[src/rtl/crtc_pkg.sv]
`default_nettype none
// ----------------------------------------------------------------------------
// crtc_pkg
// shared types and constants for the cartridge real-time clock register block
// ----------------------------------------------------------------------------
package crtc_pkg;

  localparam int FUNC_W      = 2;
  localparam int ADDR_W      = 8;
  localparam int BYTE_W      = 8;
  localparam int PRESCALE_W  = 23;
  localparam int SEC_W       = 6;
  localparam int MIN_W       = 6;
  localparam int HOUR_W      = 5;
  localparam int DAY_W       = 9;
  localparam int LATCH_W     = SEC_W + MIN_W + HOUR_W + BYTE_W + BYTE_W;
  localparam int IN_DATA_W   = ADDR_W + BYTE_W;

  localparam logic [PRESCALE_W-1:0] TICKS_PER_SECOND = 23'd4194304;

  typedef enum logic [FUNC_W-1:0] {
    FUNC_TICK  = 2'd0,
    FUNC_READ  = 2'd1,
    FUNC_WRITE = 2'd2,
    FUNC_LATCH = 2'd3
  } func_t;

  localparam logic [ADDR_W-1:0] REG_SEC      = 8'h08;
  localparam logic [ADDR_W-1:0] REG_MIN      = 8'h09;
  localparam logic [ADDR_W-1:0] REG_HOUR     = 8'h0A;
  localparam logic [ADDR_W-1:0] REG_DAY_LOW  = 8'h0B;
  localparam logic [ADDR_W-1:0] REG_DAY_HIGH = 8'h0C;

  localparam logic [BYTE_W-1:0] MASK_SEC      = 8'h3F;
  localparam logic [BYTE_W-1:0] MASK_MIN      = 8'h3F;
  localparam logic [BYTE_W-1:0] MASK_HOUR     = 8'h1F;
  localparam logic [BYTE_W-1:0] MASK_DAY_HIGH = 8'hC1;
  localparam logic [BYTE_W-1:0] READ_UNKNOWN  = 8'hFF;

  localparam int DH_DAY_BIT   = 0;
  localparam int DH_HALT_BIT  = 6;
  localparam int DH_CARRY_BIT = 7;

  localparam logic [SEC_W:0]  SEC_WRAP  = 7'd60;
  localparam logic [MIN_W:0]  MIN_WRAP  = 7'd60;
  localparam logic [HOUR_W:0] HOUR_WRAP = 6'd24;

endpackage : crtc_pkg
`default_nettype wire

[src/rtl/cartridge_rtc_registers_core.sv]
`default_nettype none
// ----------------------------------------------------------------------------
// cartridge_rtc_registers_core
// time-of-day clock with a prescaler, latch copy and byte register window
// ----------------------------------------------------------------------------
// Every request (tick, register read, register write or latch) is taken and
// all of its effect on the clock state is applied at the accepting edge; a
// new request can be taken on every cycle while tready is high. Each request
// gives exactly one result byte, registered and valid on the master side in
// the cycle after acceptance when the master side is not stalled. A two-entry output buffer
// (result register plus skid register) lets the slave side keep accepting
// while one result waits; tready drops only when both entries are full.
module cartridge_rtc_registers_core (
  input  wire logic                           clk,
  input  wire logic                           rst,
  input  wire logic                           s_axis_tvalid,
  output logic                                s_axis_tready,
  // reg_addr[7:0], write_data[15:8]
  input  wire logic [crtc_pkg::IN_DATA_W-1:0] s_axis_tdata,
  // func[1:0]
  input  wire logic [crtc_pkg::FUNC_W-1:0]    s_axis_tuser,
  output logic                                m_axis_tvalid,
  input  wire logic                           m_axis_tready,
  // read_data[7:0]
  output logic [crtc_pkg::BYTE_W-1:0]         m_axis_tdata
);
  import crtc_pkg::*;

  logic [PRESCALE_W-1:0] prescale_count;
  logic [SEC_W-1:0]      sec_count;
  logic [MIN_W-1:0]      min_count;
  logic [HOUR_W-1:0]     hour_count;
  logic [BYTE_W-1:0]     day_low_byte;
  logic [BYTE_W-1:0]     day_high_flags;
  logic [LATCH_W-1:0]    latched_time;

  logic [PRESCALE_W-1:0] prescale_next;
  logic [SEC_W-1:0]      sec_next;
  logic [MIN_W-1:0]      min_next;
  logic [HOUR_W-1:0]     hour_next;
  logic [BYTE_W-1:0]     day_low_next;
  logic [BYTE_W-1:0]     day_high_next;
  logic [LATCH_W-1:0]    latched_next;
  logic [BYTE_W-1:0]     result;

  logic                  out_valid;
  logic [BYTE_W-1:0]     out_data;
  logic                  skid_valid;
  logic [BYTE_W-1:0]     skid_data;

  func_t                 func;
  logic [ADDR_W-1:0]     reg_addr;
  logic [BYTE_W-1:0]     write_data;
  logic                  accept_in;
  logic                  take_out;

  logic [PRESCALE_W-1:0] prescale_inc;
  logic [SEC_W:0]        sec_inc;
  logic [MIN_W:0]        min_inc;
  logic [HOUR_W:0]       hour_inc;
  logic [DAY_W:0]        day_inc;

  assign func       = func_t'(s_axis_tuser);
  assign reg_addr   = s_axis_tdata[ADDR_W-1:0];
  assign write_data = s_axis_tdata[IN_DATA_W-1:ADDR_W];

  assign s_axis_tready = !skid_valid;
  assign accept_in     = s_axis_tvalid && s_axis_tready;
  assign take_out      = out_valid && m_axis_tready;
  assign m_axis_tvalid = out_valid;
  assign m_axis_tdata  = out_data;

  assign prescale_inc = prescale_count + 1'b1;
  assign sec_inc      = {1'b0, sec_count} + 1'b1;
  assign min_inc      = {1'b0, min_count} + 1'b1;
  assign hour_inc     = {1'b0, hour_count} + 1'b1;
  assign day_inc      = {1'b0, day_high_flags[DH_DAY_BIT], day_low_byte} + 1'b1;

  always_comb begin
    prescale_next = prescale_count;
    sec_next      = sec_count;
    min_next      = min_count;
    hour_next     = hour_count;
    day_low_next  = day_low_byte;
    day_high_next = day_high_flags;
    latched_next  = latched_time;
    result        = '0;
    case (func)
      FUNC_TICK: begin
        if (!day_high_flags[DH_HALT_BIT]) begin
          prescale_next = prescale_inc;
          if (prescale_inc == TICKS_PER_SECOND) begin
            prescale_next = '0;
            // seconds -> minutes -> hours -> days ripple
            if (sec_inc != SEC_WRAP) begin
              sec_next = sec_inc[SEC_W-1:0];
            end else begin
              sec_next = '0;
              if (min_inc != MIN_WRAP) begin
                min_next = min_inc[MIN_W-1:0];
              end else begin
                min_next = '0;
                if (hour_inc != HOUR_WRAP) begin
                  hour_next = hour_inc[HOUR_W-1:0];
                end else begin
                  hour_next                 = '0;
                  day_low_next              = day_inc[BYTE_W-1:0];
                  day_high_next[DH_DAY_BIT] = day_inc[BYTE_W];
                  if (day_inc[DAY_W]) begin
                    day_high_next[DH_CARRY_BIT] = 1'b1;
                  end
                end
              end
            end
          end
        end
      end
      FUNC_READ: begin
        case (reg_addr)
          REG_SEC:      result = BYTE_W'(latched_time[SEC_W-1:0]) & MASK_SEC;
          REG_MIN:      result = BYTE_W'(latched_time[SEC_W +: MIN_W]) & MASK_MIN;
          REG_HOUR:     result = BYTE_W'(latched_time[SEC_W+MIN_W +: HOUR_W]) & MASK_HOUR;
          REG_DAY_LOW:  result = latched_time[SEC_W+MIN_W+HOUR_W +: BYTE_W];
          REG_DAY_HIGH: result = latched_time[LATCH_W-1 -: BYTE_W] & MASK_DAY_HIGH;
          default:      result = READ_UNKNOWN;
        endcase
      end
      FUNC_WRITE: begin
        case (reg_addr)
          REG_SEC: begin
            sec_next      = write_data[SEC_W-1:0];
            prescale_next = '0;
          end
          REG_MIN:      min_next      = write_data[MIN_W-1:0];
          REG_HOUR:     hour_next     = write_data[HOUR_W-1:0];
          REG_DAY_LOW:  day_low_next  = write_data;
          REG_DAY_HIGH: day_high_next = write_data & MASK_DAY_HIGH;
          default: ;
        endcase
      end
      FUNC_LATCH: begin
        latched_next = {day_high_flags, day_low_byte, hour_count, min_count, sec_count};
      end
      default: ;
    endcase
  end

  always_ff @(posedge clk) begin
    if (rst) begin
      prescale_count <= '0;
      sec_count      <= '0;
      min_count      <= '0;
      hour_count     <= '0;
      day_low_byte   <= '0;
      day_high_flags <= '0;
      latched_time   <= '0;
    end else if (accept_in) begin
      prescale_count <= prescale_next;
      sec_count      <= sec_next;
      min_count      <= min_next;
      hour_count     <= hour_next;
      day_low_byte   <= day_low_next;
      day_high_flags <= day_high_next;
      latched_time   <= latched_next;
    end
  end

  // result register with skid entry
  always_ff @(posedge clk) begin
    if (rst) begin
      out_valid  <= 1'b0;
      skid_valid <= 1'b0;
    end else if (take_out && skid_valid) begin
      out_data   <= skid_data;
      skid_valid <= 1'b0;
    end else if (accept_in && (!out_valid || take_out)) begin
      out_data  <= result;
      out_valid <= 1'b1;
    end else if (accept_in) begin
      skid_data  <= result;
      skid_valid <= 1'b1;
    end else if (take_out) begin
      out_valid <= 1'b0;
    end
  end

endmodule : cartridge_rtc_registers_core
`default_nettype wire

[config.mk]
export PLATFORM = sky130hd
export DESIGN_NAME = cartridge_rtc_registers_core
export DESIGN_NICKNAME = d
export VERILOG_FILES = /design/src/rtl/crtc_pkg.sv /design/src/rtl/cartridge_rtc_registers_core.sv
export SDC_FILE = /design/constraint.sdc
export NUM_CORES = 1
export LEC_CHECK = 0
export BUFFER_PORTS_ARGS = -buffer_cell sky130_fd_sc_hd__buf_2
export CAP_MARGIN = 20
export CORE_MARGIN = 3
export CORE_UTILIZATION = 45
export DETAILED_ROUTE_END_ITERATION = 10
export GPL_TIMING_DRIVEN = 0
export HOLD_SLACK_MARGIN = 0.1
export SLEW_MARGIN = 0
export SYNTH_ARGS = -nofsm -noshare
export SYNTH_HDL_FRONTEND = slang
export SYNTH_SLANG_ARGS = --single-unit
[constraint.sdc]
create_clock -name clk -period 2.9 [get_ports clk]
set_input_delay 0.87 -clock clk [delete_from_list [all_inputs] [get_ports clk]]
set_output_delay 0.87 -clock clk [all_outputs]
set_load 0.005 [all_outputs]
==> flow_summary.yaml <==
synth:
  ys_types: 85
  yosysSeqAreaShare_pct: 36.8
  synth_compound_area_share_pct: 21.4
  synth_xor_area_share_pct: 2.91
  ys_ff_latch: 97
  syn_nets: 741
  synthMuxAreaShare_pct: 2.80
  async_flop_share_pct: 0
  synth_simple_gate_area_share_pct: 29.6
  synth_ff_type: "dfxtp_1"
  synth_fa_ha_area_share_pct: 1.71
  synth-edff-count: 16
  netlist_instances: 712
  synth_top_family_by_area: "simple AND/OR/NAND/NOR gates"
  yosysWarningCount: 0
  netlist_area_mm2: 0.00572
  syn_avg_cell_area_um2: 8.03
cts:
  clk_latency_ps: 350
  htreeDepth: 3
  clockBufferDepth: 2
  hold_buffers: 0
  numCtsBuffers: 9
  clkTransAtPathRegs_ps: 70
  cts_tree: "done"
  cts_root_buffer: "clkbuf_16"
  cts_sinks: 97
timing:
  skew_ps: 6.12
  fmax_mhz: 360
  period_minus_slack_ps: 2780
  maxSlewHeadroom_pct: 55.3
  setup_viol: 0
  hold_ws_ps: 458
  tightestPinTransition_ps: 671
  finalMaxSlewViolations: 0
  period_share_pct: 95.9
  finalHoldViolations: 0
outcome:
  status: "complete, no violations"
critical_path:
  cp_num_buf_inv: 0
  cp.required_ps: 3110
  critPathKind: "flop to flop"
  crit_fanout: 5
  crit_family: "simple AND/OR/NAND/NOR gates"
  cp-end-kind: "flop"
  arrival_ps: 2990
  cpPeakStageDelay_ps: 530
  cp_slowest_cell: "or3b_2"
  path_cells: "ha_1 -> xor2_1 -> nand3_1 -> or3b_2 -> nor2_2 -> o311ai_0 -> nor4_2 -> o221a_2 -> nor3_1"
  startpoint_type: "flop"
cells_and_area:
  fillCellCount: 1207
  final_cell_mix: "128 x nand2_1, 77 x dfxtp_1, 60 x a21oi_1, 42 x nor2_1, 37 x nand3_1"
  layout.nets: 792
  design_area_mm2: 0.00658
  drive_gt1_share_pct: 17.4
  final_common_cell: "nand2_1"
  area_growth_pct: 15.1
  diodes: 0
global_routing:
  grt-busiest-layer: "met1"
  grt_pass1_wl_um: 26800
  track_usage_pct: 23.8
  grtUsageMet1_pct: 36.1
  met3_usage_pct: 4.07
  antenna_found_initial: 0
  grt_overflow: 0
  grt_pass1_vias: 4930
  use_met2_pct: 34.3
  grt_max_degree: 18
drt:
  via_count: 5632
  drc: 0
  vias_per_cell: 6.02
  wire_per_inst_um: 18.6
  wl_um: 17400
  drt_iter0_markers: 529
  postRouteAntennaNets: 0
  first_pass_iters: 5
power:
  power_mw: 2.76
  p_leak_nw: 2.34
  power_density_mw_per_mm2: 419
  ir_worst_vdd_mv: 0.244
die:
  core_area_mm2: 0.0122
  start_util_pct: 46.8
  fp.dieArea_mm2: 0.0141
  rows: 40
  dieHeight_um: 119
  ioPinCount: 32
  die_x_um: 119
placement:
  port_buffers: 29
  placed_area_mm2: 0.00608
  gp_congestion: 0.913
  dp_hpwl_um: 12800
min_path:
  min_path_type: "flop to flop"
job:
  drv_cap: 0
layer usage:
metal  wire length, um  vias to the layer above  part of all wire, %
li1                  -                     2700                    -
met1              8450                     2704                   49
met2              7450                      205                   43
met3              1220                       23                  7.0
met4               259                        0                  1.5
met5                 0                        -                    0
tightest hold or removal path: cells and delay by family, from the launching register on:
kind,cells,cell delay [ps]
and+or+nand+nor,1,50
DFF,1,310
AOI/OAI and AO/OA,1,50
layout make-up:
class	instances	area, um2	area share (%)
Buffer	45	226	3.44
Clock buffer	9	225	3.42
Clock inverter	7	53.8	0.818
Inverter	16	60.1	0.913
Multi-Input combinational cell	552	3450	52.5
Sequential cell	97	2110	32.0
Tap cell	168	210	3.20
Timing Repair Buffer	42	240	3.65
synth_stat cells, drive strengths merged, types with 14 or more instances:
| cell type | n | share of area [%] |
|---|---|---|
| dfxtp | 81 | 28 |
| clkbuf | 29 | 1.9 |
| nor3 | 19 | 1.9 |
| o21ai | 29 | 2.7 |
| edfxtp | 16 | 8.4 |
| inv | 16 | 1.1 |
| nand4 | 14 | 1.8 |
| buf | 18 | 1.8 |
| nand3 | 40 | 3.7 |
| nor2 | 47 | 3.1 |
| a21oi | 61 | 5.4 |
| nand2 | 129 | 8.5 |
sequential cells by signal, summed over array words and instances (netlist names):
| name | count |
|---|---|
| hour_count | 5 |
| prescale_count | 23 |
| day_low_byte | 8 |
| skid_valid | 1 |
| min_count | 6 |
| m_axis_tdata | 8 |
| day_high_flags | 3 |
| latched_time | 28 |
| skid_data | 8 |
| m_axis_tvalid | 1 |
| sec_count | 6 |
metrics by stage:
step | setup TNS [ps] | cells | util [%] | worst slack (ps)
final | 0 | 936 | 53.9 | 120
after global routing | -14.5 | 936 | 53.9 | -9.39
after CTS | 0 | 928 | 52.6 | 19.3
after detailed placement | -21240 | 910 | 49.8 | -723
after global placement | -20640 | 909 | 49.8 | -696
after floorplan | 0 | 712 | - | 160
worst paths after layout:
path              startpoint                 to  slack [ps]  depth (start not counted)
max reg2reg     min_count[1]  day_high_flags[7]         120                          9
min reg2reg  latched_time[3]    latched_time[3]         460                          2
max             min_count[1]  day_high_flags[7]         120                          9
min          latched_time[3]    latched_time[3]         460                          2
cells by family after synthesis:
kind of cell	count (synthesis)
fa+ha+maj	8
mux	15
xor+xnor	19
simple gates	329
flops	97
buf+inv	63
compound gates	181
what timing repair did:
action / CTS / global route
resized for setup: 14 / 33
pin swaps: 2 / 10
cloned: 0 / 1
buffers inserted: 3 / 8
endpoints found under the setup margin: 45 / 44
report_power, final:
group / switching (mW) / internal [mW]
Combinational: 0.148 / 0.0644
Clock: 0.561 / 0.590
Sequential: 0.0112 / 1.38
Total: 0.721 / 2.04
No activity file was read; power rests on OpenSTA's default activity.
